==> config.mk <==
export PLATFORM = sky130hd
export DESIGN_NAME = sliding_window_base_entropy_gc_top
export DESIGN_NICKNAME = d
export VERILOG_FILES = /design/src/hw/rtl/swegc_pkg.sv /design/src/hw/rtl/sliding_window_base_entropy_gc_top.sv /design/src/hw/rtl/swegc_log2.sv /design/src/hw/rtl/swegc_div.sv /design/src/hw/rtl/swegc_dp.sv /design/src/hw/rtl/swegc_ctrl.sv
export SDC_FILE = /design/constraint.sdc
export NUM_CORES = 2
export LEC_CHECK = 0
export ABC_AREA = 1
export BUFFER_PORTS_ARGS = -buffer_cell sky130_fd_sc_hd__buf_4
export CAP_MARGIN = 20
export CELL_PAD_IN_SITES_DETAIL_PLACEMENT = 1
export CELL_PAD_IN_SITES_GLOBAL_PLACEMENT = 1
export CORE_ASPECT_RATIO = 0.8
export CORE_MARGIN = 2
export CORE_UTILIZATION = 55
export CTS_BUF_LIST = sky130_fd_sc_hd__clkbuf_4
export DETAILED_ROUTE_END_ITERATION = 8
export GPL_TIMING_DRIVEN = 0
export PLACE_DENSITY = 0.87
export SYNTH_ARGS = -nofsm -noshare
export SYNTH_HDL_FRONTEND = slang
export SYNTH_HIERARCHICAL = 1
export SYNTH_SLANG_ARGS = --single-unit
==> constraint.sdc <==
create_clock -name clk_i -period 20.9 [get_ports clk_i]
set_input_delay 0 -clock clk_i [delete_from_list [all_inputs] [get_ports clk_i]]
set_output_delay 0 -clock clk_i [all_outputs]
set_load 0.01 [all_outputs]
==> src/hw/rtl/swegc_pkg.sv <==
// shared types, widths and codes for the sliding-window entropy and gc block
// used by the controller, the datapath and its arithmetic units
package swegc_pkg;

  // default history depth
  localparam int unsigned MAX_WINDOW_DEF = 256;

  // item fields
  localparam int unsigned BASE_W      = 2;
  localparam int unsigned IN_TDATA_W  = 8;
  localparam int unsigned POS_W       = 32;
  localparam int unsigned ENT_W       = 16;
  localparam int unsigned GC_W        = 17;
  localparam int unsigned OUT_TDATA_W = 72;
  localparam int unsigned OUT_PAD_W   = OUT_TDATA_W - POS_W - ENT_W - GC_W;

  // configuration port
  localparam int unsigned CFG_ADDR_W = 1;
  localparam int unsigned CFG_DATA_W = 32;
  localparam int unsigned WL_W       = 8;
  localparam int unsigned SL_W       = 32;
  localparam logic [CFG_ADDR_W-1:0] CFG_WINDOW_LENGTH   = 1'b0;
  localparam logic [CFG_ADDR_W-1:0] CFG_SEQUENCE_LENGTH = 1'b1;
  localparam logic [WL_W-1:0]       WL_RESET            = 8'd100;
  localparam logic [SL_W-1:0]       SL_RESET            = 32'd1;

  // base counts
  localparam int unsigned NUM_BASES = 4;
  localparam int unsigned CNT_W     = 8;
  localparam int unsigned SUM_W     = 10;
  localparam int unsigned CG_W      = 9;
  localparam int unsigned WCALC_W   = 9;

  // log2 unit: q4.24 result from a q1.30 mantissa
  localparam int unsigned IP_W      = 4;
  localparam int unsigned FRAC_W    = 24;
  localparam int unsigned LOG_W     = IP_W + FRAC_W;
  localparam int unsigned MANT_W    = 31;
  localparam int unsigned MANT_FRAC = MANT_W - 1;
  localparam int unsigned LOG_CNT_W = 5;

  // entropy sums and division
  localparam int unsigned PROD_W          = SUM_W + LOG_W;
  localparam int unsigned TSUM_W          = PROD_W + 1;
  localparam int unsigned ENT_ROUND_SHIFT = 9;
  localparam int unsigned ENT_SHIFT       = 10;
  localparam int unsigned DIV_NUM_W       = TSUM_W - ENT_SHIFT;
  localparam int unsigned DIV_CNT_W       = 5;
  localparam int unsigned GC_FRAC         = 16;
  localparam int unsigned GC_NUM_W        = CG_W + GC_FRAC;
  localparam logic [ENT_W-1:0] ENT_MAX    = 16'd32768;

  // term sequence: four base counts, then the window sum
  localparam int unsigned TERM_W = 3;
  localparam logic [TERM_W-1:0] TERM_FIRST = 3'd0;
  localparam logic [TERM_W-1:0] TERM_SUM   = 3'd4;

  // controller to datapath commands
  typedef struct packed {
    logic              accept;
    logic              prep;
    logic              select;
    logic              log_start;
    logic [TERM_W-1:0] term;
    logic              mul;
    logic              acc;
    logic              tdiff;
    logic              div_start;
    logic              div_gc;
    logic              store_ent;
    logic              store_gc;
    logic              load_lo;
    logic              load_hi;
    logic              finish;
  } swegc_cmd_t;

  // datapath to controller status
  typedef struct packed {
    logic win;
    logic emit_lo;
    logic emit_hi;
    logic log_done;
    logic div_done;
    logic out_free;
  } swegc_sts_t;

endpackage

==> src/hw/rtl/sliding_window_base_entropy_gc_top.sv <==
// Sliding-window base entropy and gc fraction, top level.
// Input channel s_axis: one base per item, tdata[1:0] = A/C/G/T as 0..3.
// Output channel m_axis: up to two results per base; tdata holds position,
// entropy (unsigned q2.14) and gc fraction (q1.16), tlast marks the final
// result that a base causes. Registers are written on cfg_we_i at any edge:
// index 0 window length (reset 100), index 1 sequence length (reset 1).
// One base is worked on at a time. A base whose window is not yet full only
// passes through prep, select and finish. A full window runs five log2
// evaluations of 24 squarings each on one shared 31x31 multiplier, then two
// 29-step restoring divisions for entropy and gc.
// Results leave through a single output register; while the receiver stalls
// with a result waiting, the sequencer holds before loading the next one, and
// the input stays closed until the current base has finished.
// Reset clears the counts, the position and the output valid; the history
// memory needs no clearing pass, as only entries of the current stream are read.
// Depends on swegc_pkg, swegc_ctrl, swegc_dp, swegc_log2 and swegc_div.
module sliding_window_base_entropy_gc_top import swegc_pkg::*; #(
  parameter int unsigned MAX_WINDOW = MAX_WINDOW_DEF
) (
  input  logic                   clk_i,
  input  logic                   rst_ni,
  // configuration
  input  logic                   cfg_we_i,
  input  logic [CFG_ADDR_W-1:0]  cfg_addr_i,
  input  logic [CFG_DATA_W-1:0]  cfg_wdata_i,
  // input items
  input  logic                   s_axis_tvalid,
  output logic                   s_axis_tready,
  input  logic [IN_TDATA_W-1:0]  s_axis_tdata,  // [1:0] base
  // result items
  output logic                   m_axis_tvalid,
  input  logic                   m_axis_tready,
  output logic [OUT_TDATA_W-1:0] m_axis_tdata,  // [31:0] position, [47:32] entropy,
                                                // [64:48] gc_fraction
  output logic                   m_axis_tlast   // last_of_run
);

  swegc_cmd_t cmd;
  swegc_sts_t sts;

  // sequencer
  swegc_ctrl u_ctrl (
    .clk_i      (clk_i),
    .rst_ni     (rst_ni),
    .in_valid_i (s_axis_tvalid),
    .in_ready_o (s_axis_tready),
    .sts_i      (sts),
    .cmd_o      (cmd)
  );

  // datapath
  swegc_dp #(
    .MAX_WINDOW (MAX_WINDOW)
  ) u_dp (
    .clk_i       (clk_i),
    .rst_ni      (rst_ni),
    .cmd_i       (cmd),
    .sts_o       (sts),
    .cfg_we_i    (cfg_we_i),
    .cfg_addr_i  (cfg_addr_i),
    .cfg_wdata_i (cfg_wdata_i),
    .base_i      (s_axis_tdata[BASE_W-1:0]),
    .out_ready_i (m_axis_tready),
    .out_valid_o (m_axis_tvalid),
    .out_data_o  (m_axis_tdata),
    .out_last_o  (m_axis_tlast)
  );

endmodule

==> src/hw/rtl/swegc_log2.sv <==
// iterative fixed-point log2 of a 10-bit integer, 24 fraction bits
// one squaring of the mantissa per cycle; depends on swegc_pkg
module swegc_log2 import swegc_pkg::*; (
  input  logic             clk_i,
  input  logic             rst_ni,
  input  logic             start_i,
  input  logic [SUM_W-1:0] x_i,
  output logic             done_o,
  output logic [LOG_W-1:0] log_o
);

  logic                     busy_q;
  logic                     done_q;
  logic [LOG_CNT_W-1:0]     cnt_q;
  logic [MANT_W-1:0]        m_q;
  logic [FRAC_W-1:0]        frac_q;
  logic [IP_W-1:0]          ip_q;

  logic [IP_W-1:0]          ip_init;
  logic [SUM_W+MANT_FRAC-1:0] shifted;
  logic [2*MANT_W-1:0]      sq;
  logic [MANT_W:0]          msh;
  logic [MANT_W-1:0]        m_next;

  // index of the top set bit
  always_comb begin
    ip_init = '0;
    for (int i = 0; i < SUM_W; i++) begin
      if (x_i[i]) begin
        ip_init = IP_W'(i);
      end
    end
  end

  // normalise into [1,2) as q1.30
  assign shifted = {x_i, {MANT_FRAC{1'b0}}} >> ip_init;

  // square and renormalise
  assign sq     = m_q * m_q;
  assign msh    = sq[2*MANT_W-1:MANT_FRAC];
  assign m_next = msh[MANT_W] ? msh[MANT_W:1] : msh[MANT_W-1:0];

  // iteration control
  always_ff @(posedge clk_i or negedge rst_ni) begin
    if (!rst_ni) begin
      busy_q <= 1'b0;
      done_q <= 1'b0;
      cnt_q  <= '0;
    end else begin
      done_q <= 1'b0;
      if (start_i) begin
        busy_q <= 1'b1;
        cnt_q  <= LOG_CNT_W'(FRAC_W);
      end else if (busy_q) begin
        cnt_q <= cnt_q - LOG_CNT_W'(1);
        if (cnt_q == LOG_CNT_W'(1)) begin
          busy_q <= 1'b0;
          done_q <= 1'b1;
        end
      end
    end
  end

  // mantissa and fraction bits
  always_ff @(posedge clk_i) begin
    if (start_i) begin
      m_q    <= shifted[MANT_W-1:0];
      ip_q   <= ip_init;
      frac_q <= '0;
    end else if (busy_q) begin
      m_q    <= m_next;
      frac_q <= {frac_q[FRAC_W-2:0], msh[MANT_W]};
    end
  end

  assign done_o = done_q;
  assign log_o  = {ip_q, frac_q};

endmodule

==> src/hw/rtl/swegc_div.sv <==
// restoring divider, one quotient bit per cycle
// 29-bit dividend over a 10-bit divisor; depends on swegc_pkg
module swegc_div import swegc_pkg::*; (
  input  logic                 clk_i,
  input  logic                 rst_ni,
  input  logic                 start_i,
  input  logic [DIV_NUM_W-1:0] num_i,
  input  logic [SUM_W-1:0]     den_i,
  output logic                 done_o,
  output logic [DIV_NUM_W-1:0] quo_o
);

  logic                 busy_q;
  logic                 done_q;
  logic [DIV_CNT_W-1:0] cnt_q;
  logic [SUM_W-1:0]     rem_q;
  logic [SUM_W-1:0]     den_q;
  logic [DIV_NUM_W-1:0] quo_q;

  logic [SUM_W:0]       trial;
  logic [SUM_W:0]       diff;
  logic                 fits;

  // one trial subtraction
  assign trial = {rem_q, quo_q[DIV_NUM_W-1]};
  assign fits  = trial >= {1'b0, den_q};
  assign diff  = trial - {1'b0, den_q};

  // step control
  always_ff @(posedge clk_i or negedge rst_ni) begin
    if (!rst_ni) begin
      busy_q <= 1'b0;
      done_q <= 1'b0;
      cnt_q  <= '0;
    end else begin
      done_q <= 1'b0;
      if (start_i) begin
        busy_q <= 1'b1;
        cnt_q  <= DIV_CNT_W'(DIV_NUM_W);
      end else if (busy_q) begin
        cnt_q <= cnt_q - DIV_CNT_W'(1);
        if (cnt_q == DIV_CNT_W'(1)) begin
          busy_q <= 1'b0;
          done_q <= 1'b1;
        end
      end
    end
  end

  // remainder and quotient shift
  always_ff @(posedge clk_i) begin
    if (start_i) begin
      rem_q <= '0;
      den_q <= den_i;
      quo_q <= num_i;
    end else if (busy_q) begin
      rem_q <= fits ? diff[SUM_W-1:0] : trial[SUM_W-1:0];
      quo_q <= {quo_q[DIV_NUM_W-2:0], fits};
    end
  end

  assign done_o = done_q;
  assign quo_o  = quo_q;

endmodule

==> src/hw/rtl/swegc_dp.sv <==
// datapath: config registers, base history, counts, entropy and gc arithmetic
// and the output register; uses swegc_pkg, swegc_log2 and swegc_div
module swegc_dp import swegc_pkg::*; #(
  parameter int unsigned MAX_WINDOW = MAX_WINDOW_DEF
) (
  input  logic                   clk_i,
  input  logic                   rst_ni,
  input  swegc_cmd_t             cmd_i,
  output swegc_sts_t             sts_o,
  input  logic                   cfg_we_i,
  input  logic [CFG_ADDR_W-1:0]  cfg_addr_i,
  input  logic [CFG_DATA_W-1:0]  cfg_wdata_i,
  input  logic [BASE_W-1:0]      base_i,
  input  logic                   out_ready_i,
  output logic                   out_valid_o,
  output logic [OUT_TDATA_W-1:0] out_data_o,
  output logic                   out_last_o
);

  localparam int unsigned AW = $clog2(MAX_WINDOW);
  localparam int unsigned WW = $clog2(MAX_WINDOW + 1);
  localparam int unsigned DW = $clog2(2 * MAX_WINDOW);

  // configuration and stream position
  logic [WL_W-1:0]   wl_q;
  logic [SL_W-1:0]   sl_q;
  logic [POS_W-1:0]  j_q;
  logic [AW-1:0]     wr_ptr_q;
  logic [CNT_W-1:0]  cnt_q [NUM_BASES];

  // per-item decisions
  logic [WW-1:0]     w_q;
  logic [POS_W-1:0]  p_q;
  logic [AW-1:0]     rd_ptr_q;
  logic              win_q;
  logic              emit_lo_q;
  logic              emit_hi_q;

  // history memory
  logic [BASE_W-1:0] hist_mem [MAX_WINDOW];
  logic [BASE_W-1:0] hist_rd_q;

  // arithmetic
  logic [PROD_W-1:0] prod_q;
  logic [PROD_W-1:0] pos_q;
  logic [PROD_W-1:0] neg_q;
  logic [PROD_W-1:0] t_q;
  logic [ENT_W-1:0]  ent_q;
  logic [GC_W-1:0]   gc_q;

  // output register
  logic                   out_valid_q;
  logic [OUT_TDATA_W-1:0] out_data_q;
  logic                   out_last_q;

  logic [SL_W-2:0]      mid;
  logic [WL_W-1:0]      w_mid;
  logic [WCALC_W-1:0]   w_cap;
  logic [WW-1:0]        w_eff;
  logic [WW-1:0]        w_m1;
  logic [DW-1:0]        rd_sum;
  logic [SUM_W-1:0]     s;
  logic [CG_W-1:0]      cg;
  logic [SUM_W-1:0]     operand;
  logic                 log_done;
  logic [LOG_W-1:0]     log_res;
  logic [TSUM_W-1:0]    ent_sum;
  logic [GC_NUM_W-1:0]  gc_num;
  logic [DIV_NUM_W-1:0] div_num;
  logic                 div_done;
  logic [DIV_NUM_W-1:0] quo;

  assign mid = sl_q[SL_W-1:1];

  // effective window: min of request, midpoint and depth, at least one
  always_comb begin
    w_mid = (mid < (SL_W-1)'(wl_q)) ? mid[WL_W-1:0] : wl_q;
    w_cap = ({1'b0, w_mid} > WCALC_W'(MAX_WINDOW)) ? WCALC_W'(MAX_WINDOW) : {1'b0, w_mid};
    w_eff = (w_cap == '0) ? WW'(1) : w_cap[WW-1:0];
  end

  // oldest slot of the window, modulo the depth
  assign w_m1   = w_q - WW'(1);
  assign rd_sum = DW'(wr_ptr_q) + DW'(MAX_WINDOW) - DW'(w_m1);

  // window totals
  assign s  = SUM_W'(cnt_q[0]) + SUM_W'(cnt_q[1]) + SUM_W'(cnt_q[2]) + SUM_W'(cnt_q[3]);
  assign cg = CG_W'(cnt_q[1]) + CG_W'(cnt_q[2]);

  // operand of the current entropy term
  assign operand = (cmd_i.term == TERM_SUM) ? s : SUM_W'(cnt_q[cmd_i.term[1:0]]);

  swegc_log2 u_log2 (
    .clk_i   (clk_i),
    .rst_ni  (rst_ni),
    .start_i (cmd_i.log_start),
    .x_i     (operand),
    .done_o  (log_done),
    .log_o   (log_res)
  );

  // dividend for entropy (with rounding) or gc fraction
  assign ent_sum = TSUM_W'(t_q) + (TSUM_W'(s) << ENT_ROUND_SHIFT);
  assign gc_num  = {cg, {GC_FRAC{1'b0}}} + GC_NUM_W'(s[SUM_W-1:1]);
  assign div_num = cmd_i.div_gc ? DIV_NUM_W'(gc_num) : ent_sum[TSUM_W-1:ENT_SHIFT];

  swegc_div u_div (
    .clk_i   (clk_i),
    .rst_ni  (rst_ni),
    .start_i (cmd_i.div_start),
    .num_i   (div_num),
    .den_i   (s),
    .done_o  (div_done),
    .quo_o   (quo)
  );

  // control state: config, counts, position, decisions, output valid
  always_ff @(posedge clk_i or negedge rst_ni) begin
    if (!rst_ni) begin
      wl_q        <= WL_RESET;
      sl_q        <= SL_RESET;
      j_q         <= '0;
      wr_ptr_q    <= '0;
      for (int k = 0; k < NUM_BASES; k++) begin
        cnt_q[k] <= '0;
      end
      win_q       <= 1'b0;
      emit_lo_q   <= 1'b0;
      emit_hi_q   <= 1'b0;
      out_valid_q <= 1'b0;
    end else begin
      // register writes
      if (cfg_we_i) begin
        case (cfg_addr_i)
          CFG_WINDOW_LENGTH:   wl_q <= cfg_wdata_i[WL_W-1:0];
          CFG_SEQUENCE_LENGTH: sl_q <= cfg_wdata_i[SL_W-1:0];
          default: ;
        endcase
      end
      // new base enters the window
      if (cmd_i.accept && cnt_q[base_i] != '1) begin
        cnt_q[base_i] <= cnt_q[base_i] + CNT_W'(1);
      end
      if (cmd_i.prep) begin
        win_q     <= j_q >= POS_W'(w_m1);
        emit_hi_q <= j_q >= {1'b0, mid};
      end
      if (cmd_i.select) begin
        emit_lo_q <= p_q < {1'b0, mid};
      end
      // oldest base leaves, position moves on
      if (cmd_i.finish) begin
        if (win_q && cnt_q[hist_rd_q] != '0) begin
          cnt_q[hist_rd_q] <= cnt_q[hist_rd_q] - CNT_W'(1);
        end
        j_q <= j_q + POS_W'(1);
        if (j_q == '1 || wr_ptr_q == AW'(MAX_WINDOW - 1)) begin
          wr_ptr_q <= '0;
        end else begin
          wr_ptr_q <= wr_ptr_q + AW'(1);
        end
      end
      // output handshake
      if (cmd_i.load_lo || cmd_i.load_hi) begin
        out_valid_q <= 1'b1;
      end else if (out_ready_i) begin
        out_valid_q <= 1'b0;
      end
    end
  end

  // history memory, one write and one registered read
  always_ff @(posedge clk_i) begin
    if (cmd_i.accept) begin
      hist_mem[wr_ptr_q] <= base_i;
    end
    if (cmd_i.select) begin
      hist_rd_q <= hist_mem[rd_ptr_q];
    end
  end

  // payload registers
  always_ff @(posedge clk_i) begin
    if (cmd_i.accept) begin
      w_q <= w_eff;
    end
    if (cmd_i.prep) begin
      p_q      <= j_q - POS_W'(w_m1);
      rd_ptr_q <= (rd_sum >= DW'(MAX_WINDOW)) ? AW'(rd_sum - DW'(MAX_WINDOW)) : AW'(rd_sum);
    end
    if (cmd_i.select) begin
      neg_q <= '0;
    end
    if (cmd_i.mul) begin
      prod_q <= operand * log_res;
    end
    if (cmd_i.acc) begin
      if (cmd_i.term == TERM_SUM) begin
        pos_q <= prod_q;
      end else begin
        neg_q <= neg_q + prod_q;
      end
    end
    if (cmd_i.tdiff) begin
      t_q <= (pos_q > neg_q) ? pos_q - neg_q : '0;
    end
    if (cmd_i.store_ent) begin
      ent_q <= (quo > DIV_NUM_W'(ENT_MAX)) ? ENT_MAX : quo[ENT_W-1:0];
    end
    if (cmd_i.store_gc) begin
      gc_q <= quo[GC_W-1:0];
    end
    if (cmd_i.load_lo) begin
      out_data_q <= {{OUT_PAD_W{1'b0}}, gc_q, ent_q, p_q};
      out_last_q <= !emit_hi_q;
    end else if (cmd_i.load_hi) begin
      out_data_q <= {{OUT_PAD_W{1'b0}}, gc_q, ent_q, j_q};
      out_last_q <= 1'b1;
    end
  end

  // status back to the controller
  assign sts_o.win      = win_q;
  assign sts_o.emit_lo  = emit_lo_q;
  assign sts_o.emit_hi  = emit_hi_q;
  assign sts_o.log_done = log_done;
  assign sts_o.div_done = div_done;
  assign sts_o.out_free = !out_valid_q || out_ready_i;

  assign out_valid_o = out_valid_q;
  assign out_data_o  = out_data_q;
  assign out_last_o  = out_last_q;

endmodule

==> src/hw/rtl/swegc_ctrl.sv <==
// controller state machine sequencing one item through the datapath
// issues swegc_cmd_t and reads swegc_sts_t; depends on swegc_pkg
module swegc_ctrl import swegc_pkg::*; (
  input  logic       clk_i,
  input  logic       rst_ni,
  input  logic       in_valid_i,
  output logic       in_ready_o,
  input  swegc_sts_t sts_i,
  output swegc_cmd_t cmd_o
);

  localparam logic [3:0] S_IDLE      = 4'd0;
  localparam logic [3:0] S_PREP      = 4'd1;
  localparam logic [3:0] S_SELECT    = 4'd2;
  localparam logic [3:0] S_LOG_GO    = 4'd3;
  localparam logic [3:0] S_LOG_WAIT  = 4'd4;
  localparam logic [3:0] S_MUL       = 4'd5;
  localparam logic [3:0] S_ACC       = 4'd6;
  localparam logic [3:0] S_TDIFF     = 4'd7;
  localparam logic [3:0] S_DIVE_GO   = 4'd8;
  localparam logic [3:0] S_DIVE_WAIT = 4'd9;
  localparam logic [3:0] S_DIVG_GO   = 4'd10;
  localparam logic [3:0] S_DIVG_WAIT = 4'd11;
  localparam logic [3:0] S_EMIT_LO   = 4'd12;
  localparam logic [3:0] S_EMIT_HI   = 4'd13;
  localparam logic [3:0] S_FINISH    = 4'd14;

  logic [3:0]        state_q, state_d;
  logic [TERM_W-1:0] term_q, term_d;

  // state and term counter
  always_ff @(posedge clk_i or negedge rst_ni) begin
    if (!rst_ni) begin
      state_q <= S_IDLE;
      term_q  <= TERM_FIRST;
    end else begin
      state_q <= state_d;
      term_q  <= term_d;
    end
  end

  // next state and commands
  always_comb begin
    state_d    = state_q;
    term_d     = term_q;
    in_ready_o = 1'b0;
    cmd_o      = '0;
    cmd_o.term = term_q;
    case (state_q)
      S_IDLE: begin
        in_ready_o = 1'b1;
        if (in_valid_i) begin
          cmd_o.accept = 1'b1;
          state_d      = S_PREP;
        end
      end
      S_PREP: begin
        cmd_o.prep = 1'b1;
        state_d    = S_SELECT;
      end
      S_SELECT: begin
        cmd_o.select = 1'b1;
        if (sts_i.win) begin
          term_d  = TERM_FIRST;
          state_d = S_LOG_GO;
        end else begin
          state_d = S_FINISH;
        end
      end
      S_LOG_GO: begin
        cmd_o.log_start = 1'b1;
        state_d         = S_LOG_WAIT;
      end
      S_LOG_WAIT: begin
        if (sts_i.log_done) begin
          state_d = S_MUL;
        end
      end
      S_MUL: begin
        cmd_o.mul = 1'b1;
        state_d   = S_ACC;
      end
      S_ACC: begin
        cmd_o.acc = 1'b1;
        if (term_q == TERM_SUM) begin
          state_d = S_TDIFF;
        end else begin
          term_d  = term_q + TERM_W'(1);
          state_d = S_LOG_GO;
        end
      end
      S_TDIFF: begin
        cmd_o.tdiff = 1'b1;
        state_d     = S_DIVE_GO;
      end
      S_DIVE_GO: begin
        cmd_o.div_start = 1'b1;
        state_d         = S_DIVE_WAIT;
      end
      S_DIVE_WAIT: begin
        if (sts_i.div_done) begin
          cmd_o.store_ent = 1'b1;
          state_d         = S_DIVG_GO;
        end
      end
      S_DIVG_GO: begin
        cmd_o.div_start = 1'b1;
        cmd_o.div_gc    = 1'b1;
        state_d         = S_DIVG_WAIT;
      end
      S_DIVG_WAIT: begin
        if (sts_i.div_done) begin
          cmd_o.store_gc = 1'b1;
          state_d        = S_EMIT_LO;
        end
      end
      // result for the window start, while it lies below the midpoint
      S_EMIT_LO: begin
        if (!sts_i.emit_lo) begin
          state_d = S_EMIT_HI;
        end else if (sts_i.out_free) begin
          cmd_o.load_lo = 1'b1;
          state_d       = S_EMIT_HI;
        end
      end
      // result for the newest base, from the midpoint on
      S_EMIT_HI: begin
        if (!sts_i.emit_hi) begin
          state_d = S_FINISH;
        end else if (sts_i.out_free) begin
          cmd_o.load_hi = 1'b1;
          state_d       = S_FINISH;
        end
      end
      S_FINISH: begin
        cmd_o.finish = 1'b1;
        state_d      = S_IDLE;
      end
      default: begin
        state_d = S_IDLE;
      end
    endcase
  end

endmodule

; After elaboration in Yosys (flattened, before gate mapping)
; Memory sizes are Yosys's and may differ from the RTL's. A register that Yosys moved wholly into a read port is not among the register bits.
; Cells that the tools add are included.
; Widths: inputs -> output; s select.
[op_classes]
add_sub_neg = 21
mul = 2
n_lt_le_gt_ge = 14
n_eq_ne = 28
shifts = 1
muxes = 100
bitwise_logic = 4
reduce_logical = 23
[ops]
columns = operator, count
row1 = $mux 65, 2
row2 = $mux 38, 3
row3 = $mux 32, 3
row4 = $mux 31, 3
row5 = $mux 8, 11
row6 = $mux 29, 3
row7 = $bwmux 32, 2
row8 = $mux 4, 16
row9 = $mul 31x31->62, 1
row10 = $pmux 4 s14, 1
row11 = $bmux 8 s2, 3
row12 = $shr 40x4->31, 1
row13 = $add 38x19->39, 1
row14 = $mux 1, 39
row15 = $add 38x38->38, 1
row16 = $gt 38x38->1, 1
row17 = $mul 10x28->38, 1
row18 = $sub 38x38->38, 1
row19 = $add 32x1->32 const B, 1
row20 = $demux 8 s2, 2
row21 = $eq 32x32->1 const B, 1
row22 = $ge 32x31->1, 1
row23 = $ge 32x9->1, 1
row24 = $lt 32x31->1, 1
row25 = other kinds (49), 93
[word_totals]
register_bits = 545
ram_bits = 512
inputBits = 46
output_inout_bits = 75
mem_count = 1
[memory_table]
columns = memory, words, width, read_ports, rd_clocked_by_memory_dff, wr, line
row1 = u_dp.hist_mem, 256, 2, 1, 1, 1, swegc_dp.sv:40  ; logic [BASE_W-1:0] hist_mem [MAX_WINDOW];

; Longest topological paths before layout
[logic_depth]
ltp_word = 16
depth_mapped = 37
mapped_depth_nobuf = 37

; Hierarchy
; The synthesis kept the hierarchy.
[by_module_without_submodules]
columns = module, instances, cells_per_inst, area_per_inst_um2
row1 = swegc_dp, 1, 6381, 56365.3
row2 = swegc_log2, 1, 3983, 31732.9
row3 = swegc_div, 1, 354, 2996.6
row4 = swegc_ctrl, 1, 102, 631.9

; Worst setup path after synthesis
; OpenSTA, ideal clock, no wires.
[synth_timing]
path_type = flip-flop to flip-flop
startpoint = reg u_dp/cnt_q[9] (netlist name)
endpoint = reg u_dp.prod_q[37] (data pin)
setup_ps = 257
arrival_time_ps = 7368
required_time_ps = 20643
slack_ps = 13275
stages_incl_launch_ff = 37
n_path_buf = 1
cell_sequence = dfrtp_1 > inv_1 > fa_1 > inv_1 > fa_1 > ha_1 > fa_1 > nand3_1 > nand3_1 > nand2_1 > nand2_1 > a21oi_1 > nor2_1 > o21ai_0 > nand2_1 > nand2_1 > clkbuf_1 > nor2_1 > fa_1 > inv_1 > fa_1 > fa_1 > inv_1 > fa_1 > inv_1 > fa_1 > inv_1 > ha_1 > nand2_1 > inv_1 > a21boi_0 > o21ai_0 > nand3_1 > nand2_1 > a21oi_1 > nand2_1 > xor2_1
[synth_between]
elab_chain_len = 5
word_cells_on_any_way = 7
classes_between = 2 x add/sub / 1 x mul / 4 x mux
[synth_lines]
columns = element, line
row1 = "start, declared", swegc_dp.sv:29  ; logic [CNT_W-1:0] cnt_q [NUM_BASES];
row2 = "start signal, assigned by index", swegc_dp.sv:142  ; cnt_q[base_i] <= cnt_q[base_i] + CNT_W'(1);
row3 = "start signal, assigned by index", swegc_dp.sv:154  ; cnt_q[hist_rd_q] <= cnt_q[hist_rd_q] - CNT_W'(1);
row4 = "parallel branches: the longest is 3 deep, another holds $add 10x8->10", --
row5 = $mux 10 (*), swegc_dp.sv:91  ; assign operand = (cmd_i.term == TERM_SUM) ? s : SUM_W'(cnt_q[cmd_i.term[1:0]]);
row6 = $mul 10x28->38 (*), swegc_dp.sv:195  ; prod_q <= operand * log_res;
row7 = "end signal, assigned", swegc_dp.sv:195
row8 = "end, declared", swegc_dp.sv:44  ; logic [PROD_W-1:0] prod_q;
; Mark *: on every way between the ends. The select of a mux whose other input is x is not followed.
; A chain may end at the register's enable or synchronous reset.

; Worst setup path in the final report
[layout_timing]
startpoint = reg u_dp.u_log2.m_q[5]
endpoint = reg u_dp.u_log2.m_q[12] (data pin)
[layout_between]
elab_chain_len = 4
[layout_lines]
columns = element, line
row1 = "start, declared", swegc_log2.sv:15  ; logic [MANT_W-1:0] m_q;
row2 = "start signal, assigned", swegc_log2.sv:67  ; m_q <= shifted[MANT_W-1:0];
row3 = "start signal, assigned", swegc_log2.sv:71  ; m_q <= m_next;
row4 = $mul 31x31->62, swegc_log2.sv:39  ; assign sq = m_q * m_q;
row5 = $mux 31, swegc_log2.sv:41  ; assign m_next = msh[MANT_W] ? msh[MANT_W:1] : msh[MANT_W-1:0];
row6 = $mux 31, swegc_log2.sv:70  ; end else if (busy_q) begin
row7 = $mux 31, swegc_log2.sv:66  ; if (start_i) begin
; Every way passes these cells. The select of a mux whose other input is x is not followed.

==> key figures <==
Placed design
  • Placed Cells: 13210
  • DP Wirelength: around 270 mm
  • Routability cong.: 1.005
  • Place WS: approximately 11 ns
  • IO Port Bufs: 107

Status
  • Status: finished with violations
  • Violations in the final reports: design-rule violations, max-capacitance violations, max-slew violations

Setup path
  • Critical path start-end classification: flop to flop
  • CP Launch Point: u_dp/u_log2/m_q[5]$_SDFFCE_PP0P_
  • Reg-to-reg startpoint: u_dp/u_log2/m_q[5]$_SDFFCE_PP0P_
  • Setup crit end: u_dp/u_log2/m_q[12]$_SDFFCE_PP0P_
  • Worst path depth: 29
  • R2R cell count: 29
  • Critical path capture point type: flop
  • Top Family by Delay on Critical Path: adder cells
  • Worst EP arrival: 10.68 ns
  • Setup slack, reg-to-reg: 11.17 ns
  • Nature of the critical path startpoint: flop
  • Slowest cell on the critical path: clkbuf_1
  • Most common cell type on the critical path: fa_1
  • Slowest cell delay on critical path: 0.93 ns
  • Worst R2R End: u_dp/u_log2/m_q[12]$_SDFFCE_PP0P_
  • Buffers & Inverters on Critical Path: 7
  • CP required: 21.84 ns
  • Worst-path fanout max: 10

Timing
  • Setup-failing EPs final: 0
  • Slew headroom: -0.9185
  • Period utilisation layout: 0.4658
  • PnR worst setup slack: approximately 11 ns
  • Setup Skew: 0.2344 ns
  • Hold Violations, Final: 0
  • Clock period minus final worst setup slack: 9.734 ns
  • Setup TNS: 0 ns
  • Max frequency: roughly 0.1 GHz
  • RSZ-0062 raised after global routing: no
  • Fin. max-slew vios: 11
  • Worst-Margin Slew: 2.848 ns

Yosys
  • Warnings from Yosys: 6
  • Post-synth top area share: 0.2750
  • Most used DFF post-synth: edfxtp_1
  • Synth area leader: edfxtp_1
  • Synth area leaders: edfxtp_1, fa_1, nand2_1
  • Synth Register Bits: 1048
  • Post-synth EDFFs: between 800 and 900
  • Synth top cells by count: nand2_1, inv_1, nor2_1
  • Mapped Cells: 10820
  • Distinct cells, synth: 66
  • Syn Std Cell Area: 0.09173 sq mm
  • Most common cell in the netlist: nand2_1
  • Post-synth ARST share: 0.1298
  • Seq/Total Area, Yosys: 0.3278
  • Syn_area_per_cell: about 8.5 sq um

Route
  • DRC marker count from the first detailed-route iteration: 12270
  • Post-route ant nets: 0
  • First-pass iteration count of the detailed router: 9
  • Post-DR wirelength/cell: 28.76 um
  • Total Wirelength: 399.6 mm
  • Via/cell ratio: between 6 and 7
  • Post-route DRC: 55
  • Vias: 86490

Layout
  • Syn-to-layout area delta: 10.26%
  • Filler Cell Count: 19930
  • Share of layout cells above drive strength 1: 0.06537
  • Finished Layout Cells: 13890
  • Layout Nets: 12980

Global routing
  • Global route overflow: 0
  • Vias in the first global route: between 90000 and 100k
  • Initial antenna violation count: 44
  • GRT Util Overall: 0.4501
  • First-pass GRT wire length: 568.3 mm
  • Pin count of the biggest net entering global routing: 177

Hold path
  • Hold path depth: 5
  • Hold WC Path Type: input port to flop

Die
  • Core ar.: 0.1662 sq mm
  • Initial Util: 0.5521
  • Die width: between 400 and 500 um
  • Die Ht: 369.3 um
  • Std-Cell Rows: 134
  • Io pins: 121
  • Die area: 0.1701 sq mm

Clocking
  • Clock Pin Slew Worst Setup and Hold Paths: 0.15 ns
  • Clock latency on the worst-skew pair: 1.51 ns
  • Clock sink total: 1048
  • CTS H-tree lvls: 5
  • CTS Buf Count: 293
  • Clock Tree Buf Depth: 4
  • Post-CTS sizing: 0
  • CTS tree: done
  • Clock root buffer: clkbuf_4

Job
  • # Max-Cap Violations: 4
## per-layer routing
layer | up-vias | GRT usage | share of wire
met5 | - | 0.001140 | 0.0017
met4 | 42 | 0.2852 | 0.081
met3 | 2284 | 0.1265 | 0.13
met2 | 6686 | 0.6893 | 0.43
met1 | 42420 | 0.5632 | 0.36
li1 | 35060 | - | -
## sequential cells by signal (all words and copies together) (netlist names), 10 cells and up
register	count
u_dp/cnt_q	32
u_dp/ent_q	16
u_dp/gc_q	17
u_dp/hist_mem	512
u_dp/j_q	32
u_dp/neg_q	38
u_dp/out_data_o	65
u_dp/p_q	32
u_dp/pos_q	38
u_dp/prod_q	38
u_dp/sl_q	31
u_dp/t_q	29
u_dp/u_div/den_q	10
u_dp/u_div/quo_o	29
u_dp/u_div/rem_q	10
u_dp/u_log2/frac_q	24
u_dp/u_log2/m_q	31
## what timing repair did
| action | CTS | global route |
|---|---|---|
| setup buffers | 0 | 0 |
| hold endpoints to repair | 772 | 0 |
| hold buffers | 136 | 0 |
## stage by stage
stage | hold slack (ns) | cell area [sq um] | util
5_1_grt | -0.07870 | 101100 | 0.6085
2_1_floorplan | -0.2956 | 91750 | -
3_5_place_dp | 0.07323 | 95940 | 0.5774
3_3_place_gp | 0.2480 | 95360 | 0.5739
6_report | 0.09499 | 101100 | 0.6087
4_1_cts | 0.04330 | 100900 | 0.6070
## final cells by class
| class | instances | area, sq um | share of cell area |
|---|---|---|---|
| multi-input combinational | 7318 | 52350 | 0.5176 |
| clock buffer | 418 | 3138 | 0.03103 |
| timing repair buffer | 288 | 2938 | 0.02905 |
| tap | 2244 | 2808 | 0.02776 |
| antenna | 40 | 100.1 | 0.0009897 |
| buffer | 340 | 1414 | 0.01398 |
| sequential | 1048 | 30070 | 0.2973 |
| clock inverter | 78 | 359.1 | 0.003551 |
| inverter | 2120 | 7958 | 0.07868 |
## worst reg2reg max path, delay by kind of cell (launching register included)
kind / cells / cell delay, ns
flops: 1 / 0.65
fa+ha+maj: 9 / 4.57
buf+inv: 7 / 2.26
simple gates: 12 / 1.85
compound gates: 1 / 0.12
## logic make-up (layout without fill, tap and decap cells)
family / Yosys count / count (layout) / synth area share
other cells: 1 / 47 / 0.00004088
fa+ha+maj: 1525 / 1525 / 0.2878
xor+xnor: 200 / 200 / 0.01910
flops: 1048 / 1048 / 0.3278
compound gates: 823 / 823 / 0.04939
buf+inv: 2460 / 3244 / 0.1022
simple gates: 4763 / 4763 / 0.2137
## worst min-delay path by stage
stage | start | end | slack [ns]
floorplan | rst_ni | u_ctrl/state_q[0]$_DFFE_PN0P_ | -0.30
global placement | cfg_wdata_i[24] | u_dp/sl_q[24]$_DFFE_PN0P_ | 0.25
detailed placement | rst_ni | u_dp/sl_q[21]$_DFFE_PN0P_ | 0.07
CTS | m_axis_tready | u_dp/out_valid_o$_DFFE_PN0P_ | 0.04
global route | cfg_wdata_i[1] | u_dp/wl_q[1]$_DFFE_PN0P_ | -0.08
finish | cfg_wdata_i[7] | u_dp/sl_q[7]$_DFFE_PN0P_ | 0.09
## layout by cell type (no fill, tap or decap), drive strengths merged, types with 3 or more instances in the layout
cell type,count
nand4,58
o21a,19
nand2,2736
a21boi,7
a31oi,7
o22ai,43
a21o,19
xor2,159
nand3b,15
xnor2,41
dfstp,3
dfxtp,72
a31o,3
edfxtp,840
nor3,98
conb,7
clkinv,82
or2,18
ha,550
and2,6
a21oi,378
buf,231
fa,975
inv,2114
dfrtp,133
o221ai,3
nor2,1006
nor4,16
o21bai,30
diode,40
nand3,806
a22oi,8
clkbuf,682
o21ai,283
dlygate4sd3,133
o211ai,9
a211oi,5
Power is not shown: default switching activity piles up to over one toggle a cycle in this logic, so the estimate is an artifact.
